==> config.mk <==
export PLATFORM = sky130hd
export DESIGN_NAME = four_channel_dma_controller
export DESIGN_NICKNAME = d
export VERILOG_FILES = /design/src/rtl/fcdma_pkg.sv /design/src/rtl/fcdma_front.sv /design/src/rtl/fcdma_back.sv /design/src/rtl/four_channel_dma_controller.sv
export SDC_FILE = /design/constraint.sdc
export NUM_CORES = 2
export LEC_CHECK = 0
export BUFFER_PORTS_ARGS = -buffer_cell sky130_fd_sc_hd__buf_4
export CORE_ASPECT_RATIO = 1.4
export CORE_MARGIN = 2
export CORE_UTILIZATION = 60
export DETAILED_ROUTE_END_ITERATION = 8
export PLACE_DENSITY = 0.78
export SLEW_MARGIN = 20
export SYNTH_ARGS = -nofsm -noshare
export SYNTH_HDL_FRONTEND = slang
export SYNTH_SLANG_ARGS = --single-unit
==> constraint.sdc <==
create_clock -name clk_i -period 11.85 [get_ports clk_i]
set_clock_uncertainty 0.15 [all_clocks]
set_input_delay 1.7775 -clock clk_i [delete_from_list [all_inputs] [get_ports clk_i]]
set_output_delay 1.7775 -clock clk_i [all_outputs]
set_load 0.1 [all_outputs]
==> src/rtl/fcdma_pkg.sv <==
// Package for the four-channel DMA controller: request codes, control-word bit
// positions, the queue entry type and the default parameter values.
// Depends on nothing.
package fcdma_pkg;

  localparam int unsigned DefChannels     = 4;
  localparam int unsigned DefVisibleLines = 160;
  localparam int unsigned QueueDepth      = 2;

  typedef enum logic [1:0] {
    REQ_PROGRAM = 2'd0,
    REQ_STOP    = 2'd1,
    REQ_HBLANK  = 2'd2,
    REQ_NONE    = 2'd3
  } req_e;

  localparam int unsigned CtlDestLo  = 5;
  localparam int unsigned CtlSrcLo   = 7;
  localparam int unsigned CtlRepeat  = 9;
  localparam int unsigned CtlWide    = 10;
  localparam int unsigned CtlStartLo = 12;
  localparam int unsigned CtlIrq     = 14;
  localparam int unsigned CtlEnable  = 15;

  localparam logic [1:0] StepInc    = 2'd0;
  localparam logic [1:0] StepDec    = 2'd1;
  localparam logic [1:0] StepFixed  = 2'd2;
  localparam logic [1:0] StepReload = 2'd3;

  localparam logic [1:0] StartNow    = 2'd0;
  localparam logic [1:0] StartHblank = 2'd2;

  // One classified request as handed from the front end to the sequencer.
  typedef struct packed {
    logic        hblank;
    logic [1:0]  channel;
    logic [31:0] src_addr;
    logic [31:0] dest_addr;
    logic [16:0] units;
    logic [15:0] ctrl;
  } cmd_t;

  typedef enum logic [1:0] {
    SEQ_IDLE,
    SEQ_SCAN,
    SEQ_EMIT
  } seq_state_e;

endpackage

==> src/rtl/fcdma_front.sv <==
// Front end: accepts requests, drops those with no effect, queues programs and hblank events and passes stops on.
// Depends on fcdma_pkg.
module fcdma_front #(
  parameter int unsigned Channels     = fcdma_pkg::DefChannels,
  parameter int unsigned VisibleLines = fcdma_pkg::DefVisibleLines
) (
  input  logic              clk_i,
  input  logic              rst_ni,
  input  logic              start_i,
  input  logic [1:0]        req_type_i,
  input  logic [1:0]        channel_i,
  input  logic [31:0]       src_addr_i,
  input  logic [31:0]       dest_addr_i,
  input  logic [31:0]       control_word_i,
  input  logic [7:0]        scan_line_i,
  output logic              busy_o,
  output logic              stop_o,
  output logic [1:0]        stop_chan_o,
  output logic              q_valid_o,
  output fcdma_pkg::cmd_t   q_cmd_o,
  input  logic              q_pop_i
);

  localparam int unsigned Qd = fcdma_pkg::QueueDepth;

  fcdma_pkg::cmd_t q_mem [Qd];
  logic            wr_ptr_q, wr_ptr_d, rd_ptr_q, rd_ptr_d;
  logic [1:0]      count_q, count_d;
  logic            accept, push, chan_ok;
  fcdma_pkg::cmd_t cmd;
  logic [15:0]     cnt;

  assign busy_o  = (count_q == 2'(Qd));
  assign accept  = start_i && !busy_o;
  assign chan_ok = ({30'd0, channel_i} < Channels);

  always_comb begin
    cnt = control_word_i[15:0];
    cmd.hblank    = (req_type_i == fcdma_pkg::REQ_HBLANK);
    cmd.channel   = channel_i;
    cmd.src_addr  = src_addr_i;
    cmd.dest_addr = dest_addr_i;
    cmd.ctrl      = control_word_i[31:16];
    if (cnt != 16'd0) cmd.units = {1'b0, cnt};
    else if (channel_i == 2'd3) cmd.units = 17'h10000;
    else cmd.units = 17'h04000;
  end

  always_comb begin
    push = 1'b0;
    unique case (fcdma_pkg::req_e'(req_type_i))
      fcdma_pkg::REQ_PROGRAM: push = accept && chan_ok;
      fcdma_pkg::REQ_HBLANK:  push = accept && ({24'd0, scan_line_i} < VisibleLines);
      default:                push = 1'b0;
    endcase
  end

  assign stop_o      = accept && chan_ok && (req_type_i == fcdma_pkg::REQ_STOP);
  assign stop_chan_o = channel_i;

  always_comb begin
    wr_ptr_d = wr_ptr_q;
    rd_ptr_d = rd_ptr_q;
    count_d  = count_q;
    if (push) wr_ptr_d = wr_ptr_q + 1'b1;
    if (q_pop_i) rd_ptr_d = rd_ptr_q + 1'b1;
    count_d = count_q + {1'b0, push} - {1'b0, q_pop_i};
  end

  always_ff @(posedge clk_i or negedge rst_ni) begin
    if (!rst_ni) begin
      wr_ptr_q <= 1'b0;
      rd_ptr_q <= 1'b0;
      count_q  <= 2'd0;
    end else begin
      wr_ptr_q <= wr_ptr_d;
      rd_ptr_q <= rd_ptr_d;
      count_q  <= count_d;
    end
  end

  always_ff @(posedge clk_i) begin
    if (push) q_mem[wr_ptr_q] <= cmd;
  end

  assign q_valid_o = (count_q != 2'd0);
  assign q_cmd_o   = q_mem[rd_ptr_q];

endmodule

==> src/rtl/fcdma_back.sv <==
// Back end: per-channel state and a sequencer that fires channels at most one a cycle
// and emits move descriptors. Depends on fcdma_pkg.
module fcdma_back #(
  parameter int unsigned Channels = fcdma_pkg::DefChannels
) (
  input  logic            clk_i,
  input  logic            rst_ni,
  input  logic            stop_i,
  input  logic [1:0]      stop_chan_i,
  input  logic            q_valid_i,
  input  fcdma_pkg::cmd_t q_cmd_i,
  output logic            q_pop_o,
  output logic            idle_o,
  output logic            done_o,
  output logic [1:0]      chan_out_o,
  output logic [31:0]     move_src_o,
  output logic [31:0]     move_dest_o,
  output logic [16:0]     move_units_o,
  output logic            wide_units_o,
  output logic [1:0]      src_step_o,
  output logic [1:0]      dest_step_o,
  output logic            irq_raise_o,
  output logic            last_o
);

  logic [31:0] reload_q [Channels];
  logic [31:0] src_q    [Channels];
  logic [31:0] dst_q    [Channels];
  logic [16:0] units_q  [Channels];
  logic [15:0] ctrl_q   [Channels];
  logic [Channels-1:0] active_q;

  fcdma_pkg::seq_state_e state_q, state_d;
  logic [1:0] idx_q, idx_d;
  logic       hb_q, hb_d;
  // A fired channel is held back until the next fire or the emit state so "last" is known.
  logic       pend_q, pend_d;

  logic       load, fire, is_last, can_fire, wants;
  logic [15:0] c;
  logic [1:0]  ss, ds;
  logic [18:0] bytes;
  logic [31:0] nsrc, ndst;

  // Candidate for firing this cycle.
  always_comb begin
    c        = ctrl_q[idx_q];
    wants    = hb_q ? (c[fcdma_pkg::CtlStartLo+:2] == fcdma_pkg::StartHblank)
                    : (c[fcdma_pkg::CtlStartLo+:2] == fcdma_pkg::StartNow);
    can_fire = active_q[idx_q] && (src_q[idx_q] != 32'd0) && (dst_q[idx_q] != 32'd0);
    ss       = c[fcdma_pkg::CtlSrcLo+:2];
    if (ss == fcdma_pkg::StepReload) ss = fcdma_pkg::StepInc;
    ds       = c[fcdma_pkg::CtlDestLo+:2];
    bytes    = c[fcdma_pkg::CtlWide] ? {units_q[idx_q], 2'b00} : {1'b0, units_q[idx_q], 1'b0};
    case (ss)
      fcdma_pkg::StepDec:   nsrc = src_q[idx_q] - {13'd0, bytes};
      fcdma_pkg::StepFixed: nsrc = src_q[idx_q];
      default:              nsrc = src_q[idx_q] + {13'd0, bytes};
    endcase
    case (ds)
      fcdma_pkg::StepDec:    ndst = dst_q[idx_q] - {13'd0, bytes};
      fcdma_pkg::StepFixed:  ndst = dst_q[idx_q];
      fcdma_pkg::StepReload: ndst = reload_q[idx_q];
      default:               ndst = dst_q[idx_q] + {13'd0, bytes};
    endcase
  end

  assign is_last = !hb_q || ({30'd0, idx_q} == Channels - 1);

  // Next state.
  always_comb begin
    state_d = state_q;
    unique case (state_q)
      fcdma_pkg::SEQ_IDLE: if (q_valid_i) state_d = fcdma_pkg::SEQ_SCAN;
      fcdma_pkg::SEQ_SCAN: if (is_last) state_d = fcdma_pkg::SEQ_EMIT;
      fcdma_pkg::SEQ_EMIT: state_d = fcdma_pkg::SEQ_IDLE;
      default:             state_d = fcdma_pkg::SEQ_IDLE;
    endcase
  end

  // Outputs of the sequencer.
  always_comb begin
    load      = 1'b0;
    fire      = 1'b0;
    q_pop_o   = 1'b0;
    idx_d     = idx_q;
    hb_d      = hb_q;
    pend_d    = pend_q;
    done_o    = 1'b0;
    unique case (state_q)
      fcdma_pkg::SEQ_IDLE: begin
        if (q_valid_i) begin
          q_pop_o = 1'b1;
          hb_d    = q_cmd_i.hblank;
          idx_d   = q_cmd_i.hblank ? 2'd0 : q_cmd_i.channel;
          load    = !q_cmd_i.hblank;
          pend_d  = 1'b0;
        end
      end
      fcdma_pkg::SEQ_SCAN: begin
        fire = wants && can_fire;
        if (fire) begin
          done_o = pend_q;
          pend_d = 1'b1;
        end
        if (!is_last) idx_d = idx_q + 2'd1;
      end
      fcdma_pkg::SEQ_EMIT: begin
        done_o = pend_q;
        pend_d = 1'b0;
      end
      default: ;
    endcase
  end

  assign idle_o = (state_q == fcdma_pkg::SEQ_IDLE);
  assign last_o = (state_q == fcdma_pkg::SEQ_EMIT);

  always_ff @(posedge clk_i or negedge rst_ni) begin
    if (!rst_ni) begin
      state_q   <= fcdma_pkg::SEQ_IDLE;
      idx_q     <= 2'd0;
      hb_q      <= 1'b0;
      pend_q    <= 1'b0;
      active_q  <= '0;
      for (int i = 0; i < Channels; i++) begin
        reload_q[i] <= 32'd0;
        src_q[i]    <= 32'd0;
        dst_q[i]    <= 32'd0;
        units_q[i]  <= 17'd0;
        ctrl_q[i]   <= 16'd0;
      end
    end else begin
      state_q   <= state_d;
      idx_q     <= idx_d;
      hb_q      <= hb_d;
      pend_q    <= pend_d;
      if (load) begin
        reload_q[q_cmd_i.channel] <= q_cmd_i.dest_addr;
        src_q[q_cmd_i.channel]    <= q_cmd_i.src_addr;
        dst_q[q_cmd_i.channel]    <= q_cmd_i.dest_addr;
        units_q[q_cmd_i.channel]  <= q_cmd_i.units;
        ctrl_q[q_cmd_i.channel]   <= q_cmd_i.ctrl;
        active_q[q_cmd_i.channel] <= q_cmd_i.ctrl[fcdma_pkg::CtlEnable];
      end
      if (fire) begin
        src_q[idx_q] <= nsrc;
        dst_q[idx_q] <= ndst;
        if (!c[fcdma_pkg::CtlRepeat]) begin
          active_q[idx_q] <= 1'b0;
          ctrl_q[idx_q]   <= c & 16'h4FFF & ~16'h0200;
        end
      end
      if (stop_i) begin
        active_q[stop_chan_i] <= 1'b0;
        ctrl_q[stop_chan_i]   <= ctrl_q[stop_chan_i] & 16'h4DFF;
      end
    end
  end

  // Descriptor register, captured as a channel fires and presented with done at the next fire or in the emit state.
  logic [1:0]  d_ch_q;
  logic [31:0] d_src_q, d_dst_q;
  logic [16:0] d_units_q;
  logic        d_wide_q, d_irq_q;
  logic [1:0]  d_ss_q, d_ds_q;

  always_ff @(posedge clk_i) begin
    if (fire) begin
      d_ch_q    <= idx_q;
      d_src_q   <= src_q[idx_q];
      d_dst_q   <= dst_q[idx_q];
      d_units_q <= units_q[idx_q];
      d_wide_q  <= c[fcdma_pkg::CtlWide];
      d_irq_q   <= c[fcdma_pkg::CtlIrq];
      d_ss_q    <= ss;
      d_ds_q    <= (ds == fcdma_pkg::StepReload) ? fcdma_pkg::StepInc : ds;
    end
  end

  assign chan_out_o   = d_ch_q;
  assign move_src_o   = d_src_q;
  assign move_dest_o  = d_dst_q;
  assign move_units_o = d_units_q;
  assign wide_units_o = d_wide_q;
  assign src_step_o   = d_ss_q;
  assign dest_step_o  = d_ds_q;
  assign irq_raise_o  = d_irq_q;

endmodule

==> src/rtl/four_channel_dma_controller.sv <==
// Four-channel DMA controller. The sequencer pops a request once the back end is idle;
// a program request then takes a scan and an emit state, an hblank event scans every
// channel in turn and then emits. Descriptors come at most one a cycle, strobed by
// valid_o; the receiver cannot stall. busy is high while the two-entry queue is full or
// a stop waits for the back end to drain. Reset clears the queue pointers, the sequencer
// and the channel state; the queue storage and descriptor register are not reset.
module four_channel_dma_controller #(
  parameter int unsigned Channels     = fcdma_pkg::DefChannels,
  parameter int unsigned VisibleLines = fcdma_pkg::DefVisibleLines
) (
  input  logic        clk_i,
  input  logic        rst_ni,
  input  logic        start,
  output logic        busy,
  input  logic [1:0]  req_type_i,
  input  logic [1:0]  channel_i,
  input  logic [31:0] src_addr_i,
  input  logic [31:0] dest_addr_i,
  input  logic [31:0] control_word_i,
  input  logic [7:0]  scan_line_i,
  output logic        valid_o,
  output logic [1:0]  chan_out_o,
  output logic [31:0] move_src_o,
  output logic [31:0] move_dest_o,
  output logic [16:0] move_units_o,
  output logic        wide_units_o,
  output logic [1:0]  src_step_o,
  output logic [1:0]  dest_step_o,
  output logic        irq_raise_o,
  output logic        last_o
);

  logic            q_valid, q_pop, stop, idle, done, last_raw;
  logic [1:0]      stop_chan;
  fcdma_pkg::cmd_t q_cmd;

  // Stops must not overtake queued programs, so they wait for an empty back end.
  logic busy_int, stop_hold;
  assign stop_hold = start && (req_type_i == fcdma_pkg::REQ_STOP) && (q_valid || !idle);
  assign busy = busy_int || stop_hold;

  fcdma_front #(.Channels(Channels), .VisibleLines(VisibleLines)) u_front (
    .clk_i, .rst_ni,
    .start_i(start && !stop_hold),
    .req_type_i, .channel_i, .src_addr_i, .dest_addr_i, .control_word_i, .scan_line_i,
    .busy_o(busy_int), .stop_o(stop), .stop_chan_o(stop_chan),
    .q_valid_o(q_valid), .q_cmd_o(q_cmd), .q_pop_i(q_pop)
  );

  fcdma_back #(.Channels(Channels)) u_back (
    .clk_i, .rst_ni,
    .stop_i(stop), .stop_chan_i(stop_chan),
    .q_valid_i(q_valid), .q_cmd_i(q_cmd), .q_pop_o(q_pop),
    .idle_o(idle), .done_o(done),
    .chan_out_o, .move_src_o, .move_dest_o, .move_units_o, .wide_units_o,
    .src_step_o, .dest_step_o, .irq_raise_o, .last_o(last_raw)
  );

  assign valid_o = done;
  assign last_o  = last_raw && done;

  a_last_needs_valid: assert property (@(posedge clk_i) disable iff (!rst_ni)
    last_o |-> valid_o)
    else $error("last without valid");
  a_no_pop_empty: assert property (@(posedge clk_i) disable iff (!rst_ni)
    q_pop |-> q_valid)
    else $error("queue popped while empty");
  a_stop_idle: assert property (@(posedge clk_i) disable iff (!rst_ni)
    stop |-> idle)
    else $error("stop applied while sequencer busy");

endmodule
-- Word level (Yosys, flattened, before mapping)
Memories as Yosys holds them, arrays and structs flattened.
Cells that the tools add are included.
- flip-flop bits (word level): 619
- bits in writable memories: 200
- memories kept: 1
- memory list (name ; words ; width ; read ports ; clocked after Yosys merged registers in ; write ports ; line ; RTL):
    u_front.q_mem ; 2 ; 100 ; 1 ; 0 ; 1 ; fcdma_front.sv:26 ; fcdma_pkg::cmd_t q_mem [Qd];
- add/sub/neg operators: 9
- $lt $le $gt $ge: 13
- eq/ne operators: 18
- mux-type cells: 87
- bitwise gates (word level): 7
- reduce and logical (&&, ||, !) cells: 37
- operator list (kind ; count):
    128-bit bitwise mux ; 5
    128-bit 2-to-1 mux ; 4
    32-bit 2-to-1 mux ; 8
    64-bit 2-to-1 mux ; 4
    32-bit binary-select mux with 2-bit select ; 3
    64-bit bitwise mux ; 3
    32-bit demux with 2-bit select ; 2
    16-bit demux with 2-bit select ; 3
    32-bit one-hot mux with 3 select lines ; 1
    17-bit 2-to-1 mux ; 5
    68-bit bitwise mux ; 1
    32-bit by 19-bit adder with 32-bit output ; 2
    16-bit binary-select mux with 2-bit select ; 2
    32-bit one-hot mux with 2 select lines ; 1
    32-bit nonzero test ; 2
    32-bit by 19-bit subtractor with 32-bit output ; 2
    15-bit 2-to-1 mux ; 4
    16-bit 2-to-1 mux ; 3
    17-bit binary-select mux with 2-bit select ; 1
    17-bit demux with 2-bit select ; 1
    2-bit == test, second input constant ; 10
    19-bit 2-to-1 mux ; 1
    1-bit logical AND ; 16
    4-bit 2-to-1 mux ; 4
    31 further kinds ; 83

-- Longest topological paths before layout
An unclocked memory read counts as a cell.
- word-level depth: 13
- gate-level depth with buffers: 29

-- Modules after synthesis
Synthesis repeated with hierarchy kept, for this count alone.
- cell total of the unflattened synthesis: 3832
- area total of the unflattened synthesis: 39820.7 µm²
- by module, submodules not included (module ; times used ; cells each ; area an instance (µm²)):
    fcdma_back ; 1 ; 3469 ; 32207.1
    fcdma_front ; 1 ; 357 ; 7569.8
    four_channel_dma_controller ; 1 ; 6 ; 43.8

-- Worst setup path after synthesis
No wires, ideal clock.
- path type: in2reg
- from: in scan_line_i[6]
- to: mem u_front.q_mem[0][10] (netlist bit), enable pin
- library setup time: 0.548 ns
- arrival: 6.053 ns
- data required time: 11.152 ns
- path slack: 5.099 ns
- stages: 3
- cell sequence: o211ai_1 -> nand4b_1 -> nor2_1
- cells in the longest elaborated chain, start to end: 5
- RTL lines (item ; line ; RTL):
    from (decl) ; four_channel_dma_controller.sv:20 ; input logic [7:0] scan_line_i,
    8-bit < comparator ; fcdma_front.sv:53 ; fcdma_pkg::REQ_HBLANK: push = accept && ({24'd0, scan_line_i} < VisibleLines);
    1-bit logical AND ; fcdma_front.sv:53 ;
    1-bit one-hot mux with 2 select lines ; fcdma_front.sv:51 ; unique case (fcdma_pkg::req_e'(req_type_i))
    1-bit 2-to-1 mux ; fcdma_front.sv:83 ; if (push) q_mem[wr_ptr_q] <= cmd;
    1-bit 2-to-1 mux (implied by the code) ; fcdma_front.sv:83 ;
    to (decl) ; fcdma_front.sv:26 ;
No other way between the ends.

-- Final worst setup path
- from: reg u_back.idx_q[1]
- to: out valid_o
- cells in the longest elaborated chain, start to end: 10
- RTL lines (item ; line ; RTL):
    from (decl) ; fcdma_back.sv:34 ; logic [1:0] idx_q, idx_d;
    from (signal assigned) ; fcdma_back.sv:135 ; idx_q <= idx_d;
    2-bit inverter with 3-bit output (implied by the code) ; fcdma_back.sv:47, fcdma_back.sv:50 ;
    32-bit binary-select mux with 2-bit select ; fcdma_back.sv:50 ; can_fire = active_q[idx_q] && (src_q[idx_q] != 32'd0) && (dst_q[idx_q] != 32'd0);
    32-bit 2-to-1 mux (implied by the code) (2 in series) ; fcdma_back.sv:50 ;
    32-bit nonzero test ; fcdma_back.sv:50 ;
    1-bit logical AND (2 in series) ; fcdma_back.sv:50 ;
    1-bit logical AND (*) ; fcdma_back.sv:101 ; fire = wants && can_fire;
    1-bit 2-to-1 mux (*) ; fcdma_back.sv:102 ; if (fire) begin
    1-bit one-hot mux with 2 select lines (*) ; fcdma_back.sv:90 ; unique case (state_q)
    to (decl) ; four_channel_dma_controller.sv:21 ; output logic valid_o,
Mark *: on every way between the ends. The rest lies on a longest branch, timed or not. The select of a mux whose other input is x is not followed.

==> results.toml <==
[sta]
timing.slew.headroom = 0.3020
tightest_slew_ns = 1.047
finalCriticalPeriod_ns = 7.921
final_hold_viol_count = 0
setup_viol = 0
whs_ns = 0.3352
finalCritPeriodShare = 0.6684
timing.fmax_ghz = 0.1263
rsz0062_at_grt = "false"
timing.setup.tns_ns = 0
drv_slew = 0

[yosys]
synth-edff-count = 277
synth_fp_nets = 3589
yosysWarnings = 0
seq_area_frac_synth = 0.5419
avgSynthCellArea_sq_um = 11.32
netlist_area_sq_um = 38530
synth_cell_types = 83
synth_area_leaders = "dfrtp_1 (33%), edfxtp_1 (22%), mux4_2 (6.8%), o211ai_1 (5.2%), o21ai_0 (4.3%)"
synth_cells = 3405
yosys_register_bits = 779
async_flop_share = 0.6444
ys.flop_type = "dfrtp_1"
yosys.area.top_type = "dfrtp_1"
synth.top_cell.area_share = 0.3260

[global_routing]
grt_overflow_total = 0
grt_pass1_wl_microns = 166600
grt_pass1_vias = 30300
grt_max_degree = 189
antenna_found_initial = 1
grt_usage = 0.3219

[detailed_routing]
avgViaCountPerCell = 6.747
drtIter0Drc = 3279
wl_per_cell_microns = 24.45
final_antenna_net_count = 0
vias = 29340
drt-total-wl_microns = 106300
drc = 0
dr.pass1.iters = 6

[die]
die_y_microns = 303.9
die-area_sq_um = 66290
initial_core_util = 0.6089
die_w_microns = 218.2
core-area_sq_um = 63280
row_count = 109
pin_count = 203

[critical_path]
worstPathCellList = "buf_4, buf_4, mux2_2, o21ai_1, inv_1, nor4_1, nand4_1, nor2_1, nor3_4, buf_4, o211a_1, buf_4"
cpPeakStageDelay_ns = 0.88
critical_path.startpoint_type = "register"
critical_path.endpoint_type = "output port"
cpLargestDelayFamily = "buffers and inverters"
critPathMaxFanout = 51
cp.depth = 12
rr_startpoint = "u_back.idx_q[1]"
cp.required_ns = 9.92
slowest_stage = "dfrtp_4"
cp.arrival_ns = 5.99
crit_type = "reg -> out"
r2r.worst_path.cells = 15
cpMostUsedCell = "buf_4"
reg2reg_slack_ns = 4.10
critPathLaunch = "u_back.idx_q[1]"
path_buf_inv = 5

[finish]
layout-drive-gt1-share = 0.1487
multi_input_area_sq_um = 16500
final_common_cell = "dfrtp_1"
final_cell_mix = "dfrtp_1 (499), nand2_1 (393), o21ai_0 (332), edfxtp_1 (277), o211ai_1 (265)"
final-seq-area_sq_um = 20890
syn_to_final_growth_pct = 11.33
fin_nets = 3638
fillers = 4618
diodes = 0

[run]
drv_cap = 0

[hold_path]
min_from = "u_back.reload_q[55]"
hold_class = "reg -> reg"
whs_path_depth = 1

[cts]
cts_sinks = 779
cts_buffers = 75
cts_hold_buf = 0
htree_levels = 3
cts_tree = "yes"
clockBufferDepth = 3
postCtsSetupBuffers = 0
clkTransAtPathRegs_ns = 0.06
post_cts_resized = 0
cts_root_buffer = "clkbuf_16"
clk_latency_ns = 0.63

[placement]
io_buffer_count = 191
gp_congestion = 0.9165
dpl.hpwl_microns = 68890

[outcome]
outcome = "finished, final reports clean"
==> path summary, 6_finish.rpt <==
kind	to
setup reg to reg	u_back.src_q[92]
max in group asynchronous	u_back.reload_q[39]
hold reg to reg	u_back.reload_q[55]
min in group asynchronous	u_front.wr_ptr_q
hold / removal	u_back.reload_q[55]
setup / recovery	valid_o
==> synth_stat cells, types with 37 or more instances <==
cell type	n
nand2_1	397
mux4_2	116
o211ai_1	265
ha_1	73
o21a_1	141
nor2_1	198
a211oi_1	42
edfxtp_1	277
buf_2	46
xnor2_1	37
clkbuf_1	167
a21oi_1	197
mux2i_1	151
dfrtp_1	502
buf_1	41
o21ai_0	333
inv_1	40
==> metrics by stage <==
step | setup slack [ns] | instances | instance area (sq um) | utilization
after floorplan | 5.099 | 3405 | 38530 | -
after global placement | 4.364 | 4207 | 40340 | 0.6376
after detailed placement | 4.249 | 4207 | 40340 | 0.6376
after CTS | 3.965 | 4346 | 42840 | 0.6770
after global routing | 3.803 | 4348 | 42900 | 0.6779
final | 3.929 | 4348 | 42900 | 0.6779
==> cell families after synthesis <==
kind of cell,Yosys count,synth area share
compound gates,1099,0.1814
simple gates,796,0.09241
flops,779,0.5419
buf+inv,303,0.03247
mux,281,0.1111
xor+xnor,74,0.01701
fa+ha+maj,73,0.02370
==> worst reg2reg max path, cell delays in order (launching register included) <==
cell and delay (ns):
dfrtp_4 0.88, buf_4 0.79, buf_4 0.82, mux2_2 0.44, o21ai_1 0.28, inv_1 0.26, nor4_1 0.35, nand4_1 0.19
nor2_1 0.50, nor3_4 0.09, buf_4 0.31, buf_4 0.49, nand2_4 0.76, buf_4 0.82, mux2_2 0.43, a21oi_1 0.11
==> final cells by class <==
type	instances	area share
Sequential cell	779	0.4870
Multi-Input combinational cell	2323	0.3845
Clock buffer	91	0.04634
Timing Repair Buffer	234	0.04244
Tap cell	832	0.02427
Clock inverter	48	0.01184
Inverter	41	0.003587
==> flip-flops by register name, summed over array words and instances (netlist names), 2 cells and up <==
register	cells
u_front.q_mem	188
u_back.src_step_o	2
u_back.move_dest_o	32
u_back.reload_q	128
u_back.active_q	4
u_back.src_q	128
u_back.state_q	2
u_back.chan_out_o	2
u_back.idx_q	2
u_front.count_q	2
u_back.ctrl_q	36
u_back.units_q	68
u_back.dst_q	128
u_back.move_src_o	32
u_back.move_units_o	17
u_back.dest_step_o	2
==> metal layers <==
layer	track usage	up-vias	routed length [microns]
met5	0	-	16
met4	0.1603	2	5231
met3	0.05507	304	8079
met2	0.5374	1483	53040
met1	0.4061	14730	39950
li1	-	12820	-
Power is not shown: default switching activity piles up to over one toggle a cycle in this logic, so the estimate is an artifact.
